### src/box_filter_3x3_edge_aware_macros.svh
// ----------------------------------------------------------------------------
// Assertion macros for the 3x3 edge-aware box filter
// Shared concurrent assertion forms, clocked on the rising edge and
// disabled while the synchronous active-low reset is asserted.
// ----------------------------------------------------------------------------
`ifndef BOX_FILTER_3X3_EDGE_AWARE_MACROS_SVH
`define BOX_FILTER_3X3_EDGE_AWARE_MACROS_SVH

// Same-cycle implication: whenever ante holds, cons holds too.
`define BF3_ASSERT_IMPL(label, clk, rst_n, ante, cons) \
  label: assert property (@(posedge clk) disable iff (!rst_n) (ante) |-> (cons)) \
    else $error("bf3 assertion failed: same-cycle implication");

// Next-cycle implication: whenever ante holds, cons holds in the next cycle.
`define BF3_ASSERT_NEXT(label, clk, rst_n, ante, cons) \
  label: assert property (@(posedge clk) disable iff (!rst_n) (ante) |=> (cons)) \
    else $error("bf3 assertion failed: next-cycle implication");

`endif

### src/bf3_pkg.sv
// ----------------------------------------------------------------------------
// bf3_pkg
// Types and constants shared by the blocks of the 3x3 edge-aware box filter.
// ----------------------------------------------------------------------------
package bf3_pkg;

  // Field and datapath widths.
  localparam int FS_W      = 6;   // frame size and position counters
  localparam int PIX_W     = 8;   // one pixel
  localparam int COL_SUM_W = 10;  // sum of up to three pixels of one column
  localparam int SUM_W     = 12;  // sum of up to nine pixels
  localparam int NUM_W     = 13;  // 2*sum + count

  // Smallest legal frame side.
  localparam int MIN_SIZE = 2;

  // Configuration port.
  localparam int PDATA_W = 32;
  localparam int ADDR_W  = 3;
  localparam logic REG_IDX_FRAME_SIZE = 1'b0;

  // Column queue between front and back.
  localparam int Q_DEPTH = 4;
  localparam int Q_PTR_W = 2;
  localparam int Q_CNT_W = 3;

  // Reciprocals for the constant divides by 3 and by 9.
  localparam int RECIP3    = 683;
  localparam int RECIP3_SH = 11;
  localparam int RECIP9    = 1821;
  localparam int RECIP9_SH = 14;

  // Front sequencer states.
  typedef enum logic {
    FS_STREAM,
    FS_FLUSH
  } front_state_t;

  // Back phase: the last column of a row yields a second result.
  typedef enum logic {
    BP_FIRST,
    BP_SECOND
  } back_phase_t;

  // Neighbor count class of one result.
  typedef enum logic [1:0] {
    DIV4,
    DIV6,
    DIV9
  } div_sel_t;

  // Control bits that travel with one column.
  typedef struct packed {
    logic three_rows;  // column covers rows above, at and below the center
    logic has_left2;   // the column two to the left lies inside the frame
    logic emit;        // this column completes the window of the previous one
    logic last_col;    // last column of the row: a right-edge result follows
    logic run_end;     // final result of this column closes the input's run
    logic eof;         // final result of this column closes the frame
  } tok_ctl_t;

  // One column transaction in the queue.
  typedef struct packed {
    tok_ctl_t               ctl;
    logic [COL_SUM_W-1:0]   col_sum;
  } col_tok_t;

endpackage

### src/bf3_front.sv
// ----------------------------------------------------------------------------
// bf3_front
// Accepts pixels, keeps three rows in the line store and turns every
// position into a column sum with its control bits. Runs the final-row
// flush after the last pixel of a frame.
// ----------------------------------------------------------------------------
`include "box_filter_3x3_edge_aware_macros.svh"

module bf3_front #(
  parameter int MAX_SIZE = 32
) (
  input  logic                          clk,
  input  logic                          rst_n,
  input  logic                          cfg_clr,
  input  logic [bf3_pkg::FS_W-1:0]      side,
  input  logic                          in_valid,
  output logic                          in_ready,
  input  logic [bf3_pkg::PIX_W-1:0]     in_pixel,
  input  logic [bf3_pkg::Q_CNT_W-1:0]   q_count,
  output logic                          push_valid,
  output bf3_pkg::col_tok_t             push_tok
);
  import bf3_pkg::*;

  localparam int MEM_DEPTH = 3 * MAX_SIZE;
  localparam int MEM_AW    = $clog2(MEM_DEPTH);

  // Row slot helpers: slots rotate 0, 1, 2.
  function automatic logic [1:0] slot_inc(input logic [1:0] s);
    return (s == 2'd2) ? 2'd0 : s + 2'd1;
  endfunction

  function automatic logic [1:0] slot_dec(input logic [1:0] s);
    return (s == 2'd0) ? 2'd2 : s - 2'd1;
  endfunction

  logic [PIX_W-1:0] mem [MEM_DEPTH];

  front_state_t     state_r, state_nxt;
  logic [FS_W-1:0]  row_r, row_nxt;
  logic [FS_W-1:0]  col_r, col_nxt;
  logic [1:0]       slot_r, slot_nxt;
  logic [FS_W-1:0]  fl_col_r, fl_col_nxt;
  logic [1:0]       fl_slot_r, fl_slot_nxt;

  logic             s1_valid_r;
  tok_ctl_t         s1_ctl_r;
  logic [PIX_W-1:0] s1_pix_r;
  logic             s1_use_b_r;
  logic [PIX_W-1:0] rd_a_r;
  logic [PIX_W-1:0] rd_b_r;

  logic             room;
  logic             accept;
  logic             flush_go;
  logic             issue;
  logic [FS_W-1:0]  side_m1;
  logic             at_last_col;
  logic             frame_last;
  logic             fl_last;
  logic [1:0]       rd_slot_a;
  logic [1:0]       rd_slot_b;
  logic [FS_W-1:0]  rd_col;
  logic [MEM_AW-1:0] wr_addr;
  logic [MEM_AW-1:0] rd_addr_a;
  logic [MEM_AW-1:0] rd_addr_b;
  tok_ctl_t         iss_ctl;
  logic [PIX_W-1:0] iss_pix;
  logic             iss_use_b;

  // Issue only when the queue can hold this column and the one in flight.
  assign room = ({1'b0, q_count} + (Q_CNT_W + 1)'(s1_valid_r)) < (Q_CNT_W + 1)'(Q_DEPTH);

  assign in_ready = (state_r == FS_STREAM) && room;
  assign accept   = in_valid && in_ready;
  assign flush_go = (state_r == FS_FLUSH) && room;

  assign side_m1     = side - FS_W'(1);
  assign at_last_col = (col_r == side_m1);
  assign frame_last  = (row_r == side_m1) && at_last_col;
  assign fl_last     = (fl_col_r == side_m1);

  // Row zero only fills the store; every later position yields a column.
  assign issue = (accept && (row_r != '0)) || flush_go;

  // Read addresses and column control for the stream and the flush.
  always_comb begin
    if (state_r == FS_FLUSH) begin
      rd_slot_a          = fl_slot_r;
      rd_slot_b          = slot_dec(fl_slot_r);
      rd_col             = fl_col_r;
      iss_pix            = '0;
      iss_use_b          = 1'b1;
      iss_ctl.three_rows = 1'b0;
      iss_ctl.has_left2  = (fl_col_r >= FS_W'(2));
      iss_ctl.emit       = (fl_col_r != '0);
      iss_ctl.last_col   = fl_last;
      iss_ctl.run_end    = fl_last;
      iss_ctl.eof        = fl_last;
    end else begin
      rd_slot_a          = slot_dec(slot_r);
      rd_slot_b          = slot_dec(slot_dec(slot_r));
      rd_col             = col_r;
      iss_pix            = in_pixel;
      iss_use_b          = (row_r >= FS_W'(2));
      iss_ctl.three_rows = (row_r >= FS_W'(2));
      iss_ctl.has_left2  = (col_r >= FS_W'(2));
      iss_ctl.emit       = (col_r != '0);
      iss_ctl.last_col   = at_last_col;
      iss_ctl.run_end    = !frame_last;
      iss_ctl.eof        = 1'b0;
    end
  end

  assign wr_addr   = MEM_AW'(slot_r) * MEM_AW'(MAX_SIZE) + MEM_AW'(col_r);
  assign rd_addr_a = MEM_AW'(rd_slot_a) * MEM_AW'(MAX_SIZE) + MEM_AW'(rd_col);
  assign rd_addr_b = MEM_AW'(rd_slot_b) * MEM_AW'(MAX_SIZE) + MEM_AW'(rd_col);

  // Line store: one write port, two registered read ports.
  always_ff @(posedge clk) begin
    if (accept) begin
      mem[wr_addr] <= in_pixel;
    end
    if (issue) begin
      rd_a_r <= mem[rd_addr_a];
      rd_b_r <= mem[rd_addr_b];
    end
  end

  // Column payload travels beside the store read.
  always_ff @(posedge clk) begin
    if (issue) begin
      s1_ctl_r   <= iss_ctl;
      s1_pix_r   <= iss_pix;
      s1_use_b_r <= iss_use_b;
    end
  end

  // Position counters and sequencer state.
  always_ff @(posedge clk) begin
    if (!rst_n) begin
      state_r    <= FS_STREAM;
      row_r      <= '0;
      col_r      <= '0;
      slot_r     <= '0;
      fl_col_r   <= '0;
      fl_slot_r  <= '0;
      s1_valid_r <= 1'b0;
    end else begin
      state_r    <= state_nxt;
      row_r      <= row_nxt;
      col_r      <= col_nxt;
      slot_r     <= slot_nxt;
      fl_col_r   <= fl_col_nxt;
      fl_slot_r  <= fl_slot_nxt;
      s1_valid_r <= issue;
    end
  end

  // Next position, flush entry and exit.
  always_comb begin
    state_nxt   = state_r;
    row_nxt     = row_r;
    col_nxt     = col_r;
    slot_nxt    = slot_r;
    fl_col_nxt  = fl_col_r;
    fl_slot_nxt = fl_slot_r;
    case (state_r)
      FS_STREAM: begin
        if (accept) begin
          if (frame_last) begin
            state_nxt   = FS_FLUSH;
            fl_col_nxt  = '0;
            fl_slot_nxt = slot_r;
            row_nxt     = '0;
            col_nxt     = '0;
            slot_nxt    = '0;
          end else if (at_last_col) begin
            col_nxt  = '0;
            row_nxt  = row_r + FS_W'(1);
            slot_nxt = slot_inc(slot_r);
          end else begin
            col_nxt = col_r + FS_W'(1);
          end
        end
      end
      FS_FLUSH: begin
        if (flush_go) begin
          if (fl_last) begin
            state_nxt = FS_STREAM;
          end else begin
            fl_col_nxt = fl_col_r + FS_W'(1);
          end
        end
      end
      default: begin
        state_nxt = FS_STREAM;
      end
    endcase
    // A frame size write starts a new frame.
    if (cfg_clr) begin
      state_nxt = FS_STREAM;
      row_nxt   = '0;
      col_nxt   = '0;
      slot_nxt  = '0;
    end
  end

  // Column sum: new pixel plus the stored pixels above it.
  assign push_valid       = s1_valid_r;
  assign push_tok.ctl     = s1_ctl_r;
  assign push_tok.col_sum = COL_SUM_W'(s1_pix_r) + COL_SUM_W'(rd_a_r)
                          + (s1_use_b_r ? COL_SUM_W'(rd_b_r) : COL_SUM_W'(0));

  // The stream position always lies inside the frame.
  `BF3_ASSERT_IMPL(a_pos_in_frame, clk, rst_n, state_r == FS_STREAM, (row_r < side) && (col_r < side))
  // The last pixel of a frame starts the final-row flush.
  `BF3_ASSERT_NEXT(a_flush_entry, clk, rst_n, accept && frame_last && !cfg_clr, (state_r == FS_FLUSH) && (fl_col_r == '0))

endmodule

### src/bf3_queue.sv
// ----------------------------------------------------------------------------
// bf3_queue
// Short queue of column transactions between the front and the back.
// ----------------------------------------------------------------------------
`include "box_filter_3x3_edge_aware_macros.svh"

module bf3_queue (
  input  logic                          clk,
  input  logic                          rst_n,
  input  logic                          push_valid,
  input  bf3_pkg::col_tok_t             push_tok,
  input  logic                          pop,
  output logic                          head_valid,
  output bf3_pkg::col_tok_t             head_tok,
  output logic [bf3_pkg::Q_CNT_W-1:0]   count
);
  import bf3_pkg::*;

  col_tok_t             entries [Q_DEPTH];
  logic [Q_PTR_W-1:0]   wr_ptr_r, wr_ptr_nxt;
  logic [Q_PTR_W-1:0]   rd_ptr_r, rd_ptr_nxt;
  logic [Q_CNT_W-1:0]   count_r, count_nxt;

  // Storage.
  always_ff @(posedge clk) begin
    if (push_valid) begin
      entries[wr_ptr_r] <= push_tok;
    end
  end

  // Pointer and fill level update.
  always_comb begin
    wr_ptr_nxt = push_valid ? wr_ptr_r + Q_PTR_W'(1) : wr_ptr_r;
    rd_ptr_nxt = pop ? rd_ptr_r + Q_PTR_W'(1) : rd_ptr_r;
    count_nxt  = count_r + Q_CNT_W'(push_valid) - Q_CNT_W'(pop);
  end

  always_ff @(posedge clk) begin
    if (!rst_n) begin
      wr_ptr_r <= '0;
      rd_ptr_r <= '0;
      count_r  <= '0;
    end else begin
      wr_ptr_r <= wr_ptr_nxt;
      rd_ptr_r <= rd_ptr_nxt;
      count_r  <= count_nxt;
    end
  end

  assign head_valid = (count_r != '0);
  assign head_tok   = entries[rd_ptr_r];
  assign count      = count_r;

  // The front reserves room, so a push never meets a full queue.
  `BF3_ASSERT_IMPL(a_no_overflow, clk, rst_n, push_valid, count_r < Q_CNT_W'(Q_DEPTH))
  // The back pops only an entry that is there.
  `BF3_ASSERT_IMPL(a_no_underflow, clk, rst_n, pop, count_r != '0)

endmodule

### src/bf3_back.sv
// ----------------------------------------------------------------------------
// bf3_back
// Slides a three-column window over the column transactions, forms the
// neighborhood sum and count, and divides with rounding into the output
// register.
// ----------------------------------------------------------------------------
`include "box_filter_3x3_edge_aware_macros.svh"

module bf3_back (
  input  logic                        clk,
  input  logic                        rst_n,
  input  logic                        head_valid,
  input  bf3_pkg::col_tok_t           head_tok,
  output logic                        pop,
  output logic                        out_valid,
  input  logic                        out_ready,
  output logic [bf3_pkg::PIX_W-1:0]   out_pixel,
  output logic                        out_last,
  output logic                        out_eof
);
  import bf3_pkg::*;

  localparam int PROD3_W = NUM_W - 2 + 10;
  localparam int PROD9_W = NUM_W - 1 + 11;

  back_phase_t            phase_r, phase_nxt;
  logic [COL_SUM_W-1:0]   win_a_r;
  logic [COL_SUM_W-1:0]   win_b_r;

  logic                   s1_valid_r;
  logic [SUM_W-1:0]       s1_sum_r;
  div_sel_t               s1_div_r;
  logic                   s1_last_r;
  logic                   s1_eof_r;

  logic                   out_valid_r;
  logic [PIX_W-1:0]       out_pix_r;
  logic                   out_last_r;
  logic                   out_eof_r;

  logic                   adv;
  logic                   ld_ok;
  logic                   s1_load;
  logic [SUM_W-1:0]       ld_sum;
  logic                   ld_cols3;
  div_sel_t               ld_div;
  logic                   ld_last;
  logic                   ld_eof;

  logic [NUM_W-1:0]       numer;
  logic [PROD3_W-1:0]     prod3;
  logic [PROD9_W-1:0]     prod9;
  logic [PIX_W-1:0]       quot;

  assign adv   = !out_valid_r || out_ready;
  assign ld_ok = !s1_valid_r || adv;

  // Window step: one result per cycle if not stalled, two for a last column.
  always_comb begin
    phase_nxt = phase_r;
    pop       = 1'b0;
    s1_load   = 1'b0;
    ld_sum    = SUM_W'(win_b_r) + SUM_W'(head_tok.col_sum);
    ld_cols3  = 1'b0;
    ld_last   = head_tok.ctl.run_end;
    ld_eof    = head_tok.ctl.eof;
    case (phase_r)
      BP_FIRST: begin
        ld_sum   = (head_tok.ctl.has_left2 ? SUM_W'(win_a_r) : SUM_W'(0))
                 + SUM_W'(win_b_r) + SUM_W'(head_tok.col_sum);
        ld_cols3 = head_tok.ctl.has_left2;
        ld_last  = head_tok.ctl.run_end && !head_tok.ctl.last_col;
        ld_eof   = 1'b0;
        if (head_valid && ld_ok) begin
          s1_load = head_tok.ctl.emit;
          if (head_tok.ctl.last_col) begin
            phase_nxt = BP_SECOND;
          end else begin
            pop = 1'b1;
          end
        end
      end
      BP_SECOND: begin
        if (head_valid && ld_ok) begin
          s1_load   = 1'b1;
          pop       = 1'b1;
          phase_nxt = BP_FIRST;
        end
      end
      default: begin
        phase_nxt = BP_FIRST;
      end
    endcase
  end

  // Neighbor count: rows times columns inside the frame.
  always_comb begin
    if (head_tok.ctl.three_rows && ld_cols3) begin
      ld_div = DIV9;
    end else if (head_tok.ctl.three_rows || ld_cols3) begin
      ld_div = DIV6;
    end else begin
      ld_div = DIV4;
    end
  end

  // Window columns shift when a column is retired.
  always_ff @(posedge clk) begin
    if (pop) begin
      win_a_r <= win_b_r;
      win_b_r <= head_tok.col_sum;
    end
    if (s1_load) begin
      s1_sum_r  <= ld_sum;
      s1_div_r  <= ld_div;
      s1_last_r <= ld_last;
      s1_eof_r  <= ld_eof;
    end
  end

  // Rounded mean: (2*sum + count) / (2*count), divisors 8, 12 and 18.
  always_comb begin
    case (s1_div_r)
      DIV9:    numer = NUM_W'({s1_sum_r, 1'b0}) + NUM_W'(9);
      DIV6:    numer = NUM_W'({s1_sum_r, 1'b0}) + NUM_W'(6);
      default: numer = NUM_W'({s1_sum_r, 1'b0}) + NUM_W'(4);
    endcase
    prod3 = PROD3_W'(numer[NUM_W-1:2]) * PROD3_W'(RECIP3);
    prod9 = PROD9_W'(numer[NUM_W-1:1]) * PROD9_W'(RECIP9);
    case (s1_div_r)
      DIV9:    quot = PIX_W'(prod9 >> RECIP9_SH);
      DIV6:    quot = PIX_W'(prod3 >> RECIP3_SH);
      default: quot = PIX_W'(numer >> 3);
    endcase
  end

  // Output register.
  always_ff @(posedge clk) begin
    if (adv && s1_valid_r) begin
      out_pix_r  <= quot;
      out_last_r <= s1_last_r;
      out_eof_r  <= s1_eof_r;
    end
  end

  always_ff @(posedge clk) begin
    if (!rst_n) begin
      phase_r     <= BP_FIRST;
      s1_valid_r  <= 1'b0;
      out_valid_r <= 1'b0;
    end else begin
      phase_r     <= phase_nxt;
      s1_valid_r  <= s1_load ? 1'b1 : (adv ? 1'b0 : s1_valid_r);
      out_valid_r <= adv ? s1_valid_r : out_valid_r;
    end
  end

  assign out_valid = out_valid_r;
  assign out_pixel = out_pix_r;
  assign out_last  = out_last_r;
  assign out_eof   = out_eof_r;

  // The right-edge result is made from a last column still at the head.
  `BF3_ASSERT_IMPL(a_second_has_col, clk, rst_n, phase_r == BP_SECOND, head_valid && head_tok.ctl.last_col)
  // The frame end always closes a run.
  `BF3_ASSERT_IMPL(a_eof_is_last, clk, rst_n, out_valid_r && out_eof_r, out_last_r)

endmodule

### src/box_filter_3x3_edge_aware.sv
// ----------------------------------------------------------------------------
// box_filter_3x3_edge_aware
// 3x3 mean filter over a square 8-bit frame in raster order; only pixels
// inside the frame count, and the mean is rounded half up.
//
//   channel   handshake            payload
//   in        in_valid/in_ready    in_pixel_in
//   out       out_valid/out_ready  out_pixel_out, out_last_of_run,
//                                  out_end_of_frame
//   config    psel/penable/pwrite  paddr, pwdata, prdata (frame_size at 0)
//
// One pixel is taken per cycle while in_ready is high. Results leave one row
// behind; the back end retires one column per cycle while the output is not
// stalled, and the last column of a row yields two results. After the last
// pixel of a frame the front reads the final row out of the line store;
// in_ready is low during that flush. A four-entry column queue lets the
// front keep accepting while the output register waits on out_ready.
// Reset is synchronous and active low; the line store is not cleared.
// ----------------------------------------------------------------------------
module box_filter_3x3_edge_aware #(
  parameter int MAX_SIZE = 32
) (
  input  logic                           clk,
  input  logic                           rst_n,
  // Pixel input
  input  logic                           in_valid,
  output logic                           in_ready,
  input  logic [bf3_pkg::PIX_W-1:0]      in_pixel_in,
  // Result output
  output logic                           out_valid,
  input  logic                           out_ready,
  output logic [bf3_pkg::PIX_W-1:0]      out_pixel_out,
  output logic                           out_last_of_run,
  output logic                           out_end_of_frame,
  // Configuration
  input  logic                           psel,
  input  logic                           penable,
  input  logic                           pwrite,
  input  logic [bf3_pkg::ADDR_W-1:0]     paddr,
  input  logic [bf3_pkg::PDATA_W-1:0]    pwdata,
  output logic [bf3_pkg::PDATA_W-1:0]    prdata,
  output logic                           pready
);
  import bf3_pkg::*;

  logic [FS_W-1:0]     frame_size_r, frame_size_nxt;
  logic [FS_W-1:0]     side_r, side_nxt;
  logic                cfg_wr;
  logic [FS_W-1:0]     wr_val;

  logic                push_valid;
  col_tok_t            push_tok;
  logic                pop;
  logic                head_valid;
  col_tok_t            head_tok;
  logic [Q_CNT_W-1:0]  q_count;

  // Frame size register; the clamped side is kept beside it.
  assign pready = 1'b1;
  assign cfg_wr = psel && penable && pwrite && pready
               && (paddr[2] == REG_IDX_FRAME_SIZE);
  assign wr_val = pwdata[FS_W-1:0];

  always_comb begin
    frame_size_nxt = frame_size_r;
    side_nxt       = side_r;
    if (cfg_wr) begin
      frame_size_nxt = wr_val;
      if (wr_val < FS_W'(MIN_SIZE)) begin
        side_nxt = FS_W'(MIN_SIZE);
      end else if (wr_val > FS_W'(MAX_SIZE)) begin
        side_nxt = FS_W'(MAX_SIZE);
      end else begin
        side_nxt = wr_val;
      end
    end
  end

  always_ff @(posedge clk) begin
    if (!rst_n) begin
      frame_size_r <= FS_W'(MIN_SIZE);
      side_r       <= FS_W'(MIN_SIZE);
    end else begin
      frame_size_r <= frame_size_nxt;
      side_r       <= side_nxt;
    end
  end

  assign prdata = (paddr[2] == REG_IDX_FRAME_SIZE) ? PDATA_W'(frame_size_r) : '0;

  // Front: line store and column builder.
  bf3_front #(
    .MAX_SIZE (MAX_SIZE)
  ) u_front (
    .clk        (clk),
    .rst_n      (rst_n),
    .cfg_clr    (cfg_wr),
    .side       (side_r),
    .in_valid   (in_valid),
    .in_ready   (in_ready),
    .in_pixel   (in_pixel_in),
    .q_count    (q_count),
    .push_valid (push_valid),
    .push_tok   (push_tok)
  );

  // Column queue.
  bf3_queue u_queue (
    .clk        (clk),
    .rst_n      (rst_n),
    .push_valid (push_valid),
    .push_tok   (push_tok),
    .pop        (pop),
    .head_valid (head_valid),
    .head_tok   (head_tok),
    .count      (q_count)
  );

  // Back: window, mean and output register.
  bf3_back u_back (
    .clk        (clk),
    .rst_n      (rst_n),
    .head_valid (head_valid),
    .head_tok   (head_tok),
    .pop        (pop),
    .out_valid  (out_valid),
    .out_ready  (out_ready),
    .out_pixel  (out_pixel_out),
    .out_last   (out_last_of_run),
    .out_eof    (out_end_of_frame)
  );

endmodule

### config.mk
export PLATFORM = sky130hd
export DESIGN_NAME = box_filter_3x3_edge_aware
export DESIGN_NICKNAME = d
export VERILOG_FILES = /design/src/bf3_pkg.sv /design/src/bf3_front.sv /design/src/bf3_queue.sv /design/src/bf3_back.sv /design/src/box_filter_3x3_edge_aware.sv
export VERILOG_INCLUDE_DIRS = /design/src /design/src/src
export SDC_FILE = /design/constraint.sdc
export NUM_CORES = 2
export LEC_CHECK = 0
export ABC_AREA = 1
export BUFFER_PORTS_ARGS = -buffer_cell sky130_fd_sc_hd__buf_2
export CORE_MARGIN = 2
export CORE_UTILIZATION = 50
export CTS_BUF_LIST = sky130_fd_sc_hd__clkbuf_4 sky130_fd_sc_hd__clkbuf_8 sky130_fd_sc_hd__clkbuf_16
export CTS_CLUSTER_SIZE = 40
export DETAILED_ROUTE_END_ITERATION = 10
export PLACE_DENSITY = 0.66
export SYNTH_ARGS = -nofsm -noshare
export SYNTH_HDL_FRONTEND = slang
export SYNTH_HIERARCHICAL = 1
export SYNTH_SLANG_ARGS = --single-unit
export TNS_END_PERCENT = 10
### constraint.sdc
create_clock -name clk -period 14.2 [get_ports clk]
set_input_delay 0.71 -clock clk [delete_from_list [all_inputs] [get_ports clk]]
set_output_delay 0.71 -clock clk [all_outputs]
set_load 0.005 [all_outputs]
**After elaboration in Yosys (flattened, before gate mapping)**

Memories as Yosys holds them, arrays and structs flattened. A register that Yosys moved wholly into a read port is not among the register bits.
Index checks and enable logic that the tools add are counted.

- Add/subtract/negate cells: 24
- Multiply operators: 2
- $lt $le $gt $ge: 6
- Equality and inequality tests: 10
- Muxes and demuxes: 53
- Bitwise operators: 4
- Reduce and logical (&&, ||, !) cells: 34

Operator list:

| operator | count |
|---|---|
| 6-bit 2-to-1 mux | 12 |
| 13-bit by 3-bit adder with 13-bit output (second input constant) | 2 |
| 13-bit one-hot mux with 2 select lines | 1 |
| 12-bit by 10-bit adder with 12-bit output | 2 |
| 12-bit by 11-bit multiplier with 22-bit output (second input constant) | 1 |
| 7-bit by 6-bit adder with 7-bit output | 3 |
| 1-bit 2-to-1 mux | 20 |
| 2-bit 2-to-1 mux | 10 |
| 11-bit by 10-bit multiplier with 19-bit output (second input constant) | 1 |
| 6-bit by 1-bit adder with 6-bit output (second input constant) | 3 |
| 6-bit == test | 3 |
| 6-bit by 2-bit >= comparator with 1-bit output (second input constant) | 3 |
| 6-bit nonzero test | 3 |
| 8-bit one-hot mux with 2 select lines | 1 |
| 13-bit by 4-bit adder with 13-bit output (second input constant) | 1 |
| 1-bit logical AND | 12 |
| 12-bit 2-to-1 mux | 1 |
| 6-bit one-hot mux with 2 select lines | 1 |
| 10-bit by 10-bit adder with 11-bit output | 1 |
| 10-bit adder | 1 |
| 10-bit 2-to-1 mux | 1 |
| 8-bit by 8-bit adder with 9-bit output | 1 |
| 8-bit 2-to-1 mux | 1 |
| 1-bit one-hot mux with 2 select lines | 4 |
| 24 further kinds | 44 |

- Flip-flop bits (word level): 107
- Bits in writable memories: 832
- Input bits: 50
- Output and inout bits: 45
- Word-level logic and storage cells: 167
- Memories kept: 2

Memory list:

| memory | words | bits a word | read ports | clocked after Yosys merged registers in | wr ports | RTL line | source |
|---|---|---|---|---|---|---|---|
| u_front.mem | 96 | 8 | 2 | 2 | 1 | bf3_front.sv:37 | `logic [PIX_W-1:0] mem [MEM_DEPTH];` |
| u_queue.entries | 4 | 16 | 1 | 1 | 1 | bf3_queue.sv:19 | `col_tok_t entries [Q_DEPTH];` |

**Longest topological paths before layout**

- Depth in word-level cells: 8
- Mapped depth: 35
- Gate-level depth less buffers: 35

**Cells and area by module**

The synthesis kept the hierarchy.

Modules (own cells, without submodules):

| module | instances | cells each | area each (µm²) | seq. area each (µm²) |
|---|---|---|---|---|
| bf3_front | 1 | 3513 | 36865.4 | 24473.5 |
| bf3_back | 1 | 978 | 7858.8 | 1441.4 |
| bf3_queue | 1 | 240 | 2974.1 | 2102.0 |
| box_filter_3x3_edge_aware | 1 | 108 | 768.2 | 240.2 |

**Worst setup path after synthesis**

OpenSTA, ideal clock, no wires.

- Kind: reg2reg
- From: reg u_back.s1_sum_r[3]
- To: reg u_back.out_pix_r[3], in the netlist u_back/out_pixel[3] (data pin)
- Library setup time: 0.252 ns
- Arrival time: 5.756 ns
- Data required time: 13.948 ns
- Path slack: 8.191 ns
- Cell stages (with the launch flop): 29
- Buffers on the path: 0
- Clock period less this slack: 6.009 ns
- Path through: edfxtp_1 -> ha_1 -> nand2_1 -> nor2_1 -> nand2_1 -> nor2_1 -> xor2_1 -> o21ai_0 -> inv_1 -> fa_1 -> inv_1 -> ha_1 -> inv_1 -> fa_1 -> inv_1 -> fa_1 -> inv_1 -> fa_1 -> inv_1 -> ha_1 -> a21oi_1 -> o21ai_0 -> a21oi_1 -> nand2_1 -> or2_2 -> nand2_1 -> nand2_1 -> nand2_1 -> nand2_1

- Word-level cells in the longest chain between the ends: 4
- Elaborated cells on any way between the ends: 7
- Those cells by class: add/sub: 3; mul: 2; mux: 2

Ends and longest elaborated chain:

| item | RTL line | source |
|---|---|---|
| start: declaration | bf3_back.sv:31 | `logic [SUM_W-1:0] s1_sum_r;` |
| start signal: assignment | bf3_back.sv:114 | `s1_sum_r <= ld_sum;` |
| 13-bit by 3-bit adder with 13-bit output, or another cell as far along | bf3_back.sv:126 | `default: numer = NUM_W'({s1_sum_r, 1'b0}) + NUM_W'(4);` |
| 13-bit one-hot mux with 2 select lines * | bf3_back.sv:123 | `case (s1_div_r)` |
| 12-bit by 11-bit multiplier with 22-bit output or 11-bit by 10-bit multiplier with 19-bit output (tied branches) | bf3_back.sv:129, bf3_back.sv:128 |  |
| 8-bit one-hot mux with 2 select lines * | bf3_back.sv:130 | `case (s1_div_r)` |
| named net u_back.quot[3] | bf3_back.sv:53 | `logic [PIX_W-1:0] quot;` |
| end signal: assignment | bf3_back.sv:140 | `out_pix_r <= quot;` |
| end: declaration | bf3_back.sv:37 | `logic [PIX_W-1:0] out_pix_r;` |

The timed path passes the listed nets; every way through them passes the cells marked *.
A chain may end at the register's enable or synchronous reset.

**Final worst setup path**

- From: reg u_back.s1_div_r[0]
- To: reg u_back.out_pix_r[3], in the netlist u_back/out_pixel[3] (data pin)

- Word-level cells in the longest chain between the ends: 4
- Elaborated cells on any way between the ends: 6
- Those cells by class: mul: 2; eq/ne: 2; mux: 2

Ends and longest elaborated chain:

| item | RTL line | source |
|---|---|---|
| start: declaration | bf3_back.sv:32 | `div_sel_t s1_div_r;` |
| start signal: assignment | bf3_back.sv:115 | `s1_div_r <= ld_div;` |
| 2-bit by 1-bit == test with 1-bit output or 2-bit == test (tied branches) | bf3_back.sv:123, bf3_back.sv:130 |  |
| 13-bit one-hot mux with 2 select lines | bf3_back.sv:123 |  |
| 12-bit by 11-bit multiplier with 22-bit output or 11-bit by 10-bit multiplier with 19-bit output (tied branches) | bf3_back.sv:129, bf3_back.sv:128 |  |
| 8-bit one-hot mux with 2 select lines * | bf3_back.sv:130 |  |
| named net u_back.quot[3] | bf3_back.sv:53 |  |

Marked as above.

==> results.ini <==
[logic_synthesis]
async_flop_share_pct = 0
synth.cell_area_um2 = 48500
synthAdderAreaFrac_pct = 7.64
synthFlopType = edfxtp_1
seq_area_frac_synth_pct = 58.3
syn_inst = 4839
synth_top_family_by_area = simple AND/OR/NAND/NOR gates
synth-compound-area-share_pct = 5.79
synth-xor-area-share_pct = 0.705
synth.mux.area_fraction_pct = 0
syn_area_per_cell_um2 = 10.0
synth.distinct_cells = 54
synth-simple-area-share_pct = 18.5
synth-warning-count = 6
ys_ff_latch = 957
synth_edf_count = 909

[final_layout]
final_cell_area_um2 = 52800
num_antenna_cells = 0
nets = 5108
fin_util_pct = 54.8
drive_above_1_share_pct = 6.36
area_delta_synth_final_pct = 8.93

[worst_setup_path]
worstSetupPathType = reg -> reg
crit_required_ns = 14.63
end_kind = flip-flop
crit_slowest_cell = fa_1
cp_max_fo = 16
setup.worst_path.start_class = flip-flop
worstPathArrival_ns = 7.35
cpMostUsedCell = inv_1
critPathMaxStageDelay_ns = 0.58

[place]
dpl_cell_area_um2 = 49400
dpl.hpwl_um = 72100
preCtsSetupSlack_ns = 7.28
gp_congestion = 0.899
port_buffers = 39

[timing]
worst_pin_slew_ns = 1.25
fin_crit_sh_pct = 48.8
fmax_mhz = 144
report.final.slew_viol_count = 0
setup_viol = 0
slew_headroom_pct = 16.0
fin_crit_ns = 6.93
finClkSkew_ns = 0.0448
fin_ws_ns = 7.27
rsz0062_at_grt = no
hold_viol = 0
fin_tns_setup_ns = 0

[detailed_routing]
vias = 33448
dr.first_iter.drc_count = 3083
firstDrtPassIters = 5
wl_per_cell_um = 19.1
route.final.wire_length_um = 118000
ant_nets = 0
drc = 0
viasPerCell = 5.43

[clock_tree]
tritoncts = built
post_cts_resize_count = 0
cts_buffer_depth = 3
clock_latency_ns = 0.68
path_clk_slew_ns = 0.06
htreeDepth = 3
cts_hold_buf = 0
numCtsBuffers = 100
cts_sinks = 957
post_cts_buffers = 0
cts_root_buffer = clkbuf_16

[global_routing]
antenna_found_initial = 0
gr-total-overflow = 0
grt_max_degree = 170
grt_pass1_vias = 31986
grt_pass1_wl_um = 181000
grt.total_usage_pct = 23.7

[floorplanning]
num_rows = 114
die-area_um2 = 99400
initial_core_util_pct = 50.3
die-width_um = 315
fp.dieH_um = 315
ios = 95
design.core.area_um2 = 96400

[flow_run]
drv_cap = 0

[status]
status = completed

[hold_path]
min_path_type = in -> reg

==> registers in the layout, summed over array words and instances (netlist names), 6 cells and up, named ones only <==
register and count:
u_front/rd_a_r 8, u_back/out_pixel 8, u_back/win_b_r 10, u_back/s1_sum_r 12, u_queue/entries 64, u_front/rd_b_r 8
u_front/col_r 6, frame_size_r 6, u_front/s1_pix_r 8, u_front/fl_col_r 6, u_front/row_r 6, u_front/push_tok 6
u_front/mem 768, u_back/win_a_r 10, side_r 6
==> worst paths after layout <==
kind	startpoint	to	slack, ns	cells past startpoint
setup / recovery	u_back/s1_div_r[0]	u_back/out_pixel[3]	7.27	27
hold / removal	pwdata[0]	frame_size_r[0]	0.29	3
setup reg to reg	u_back/s1_div_r[0]	u_back/out_pixel[3]	7.27	27
hold reg to reg	u_back/s1_eof_r	u_back/out_eof	0.42	0
==> layout make-up <==
type	instances	area, um2
inverter	820	3080
clock inverter	54	547
tap	1276	1600
fill	8379	43600
timing repair buffer	83	558
clock buffer	131	2800
sequential	957	28300
multi-input combinational	2844	16000
==> logic make-up (layout without fill, tap and decap cells) <==
group	count (synthesis)	after routing
fa+ha+maj	252	252
simple gates	2043	2043
xor+xnor	39	39
buf+inv	1063	1088
flops	957	957
other cells	2	27
compound gates	483	483
==> cell usage after synthesis, types with 6 or more instances <==
library cell	instances	area, um2
a21oi_1	119	596
fa_1	73	1460
nor3_1	14	70.1
nor2_1	352	1320
o21a_1	6	45.0
nand4_1	14	87.6
buf_1	15	56.3
inv_1	804	3020
inv_2	15	56.3
edfxtp_1	909	27300
buf_6	10	113
buf_4	57	428
o21ai_0	189	946
nand3b_1	48	360
nand2_2	11	68.8
o211ai_1	83	623
clkbuf_1	70	263
o21ai_1	35	175
a21oi_2	8	70.1
nand2_1	836	3140
xnor2_1	11	96.3
buf_2	90	450
nand3_1	746	3730
xor2_1	28	245
ha_1	179	2240
dfxtp_1	48	961
a31oi_1	7	43.8
==> worst max-delay path, delay by kind of cell, from the launching register on <==
kind                       cells  cell delay, ns
AOI/OAI and AO/OA              5            1.24
and+or+nand+nor                7            0.87
buffers and inverters          8            0.82
DFF                            1            0.40
adders and majority gates      7            3.33
==> metal layers <==
| layer | up-vias | GRT usage [%] | share of wire, % |
|---|---|---|---|
| met5 | - | 0 | 0 |
| met4 | 0 | 9.40 | 3.8 |
| met1 | 16009 | 31.1 | 42 |
| met2 | 1129 | 39.6 | 48 |
| met3 | 252 | 3.80 | 6.5 |
| li1 | 16058 | - | - |
==> through the flow <==
stage | cells | hold slack, ns
after floorplan | 4864 | 0.400
after global placement | 5980 | 0.404
after detailed placement | 5980 | 0.412
after CTS | 6165 | 0.261
after global routing | 6165 | 0.285
final | 6165 | 0.293
==> layout by cell type, fill, tap and decap left out, types with 19 or more instances in the layout <==
| cell | instances |
|---|---|
| nor2_1 | 352 |
| o211ai_1 | 83 |
| nand3_1 | 746 |
| inv_1 | 804 |
| dfxtp_1 | 47 |
| clkbuf_4 | 26 |
| clkinv_2 | 19 |
| xor2_1 | 28 |
| clkbuf_16 | 103 |
| nand2_1 | 836 |
| o21ai_1 | 33 |
| buf_4 | 51 |
| edfxtp_1 | 909 |
| buf_2 | 31 |
| a21oi_1 | 118 |
| fa_1 | 73 |
| nand3b_1 | 48 |
| ha_1 | 179 |
| conb_1 | 27 |
| o21ai_0 | 189 |
Power is not shown: default switching activity piles up to over one toggle a cycle in this logic, so the estimate is an artifact.
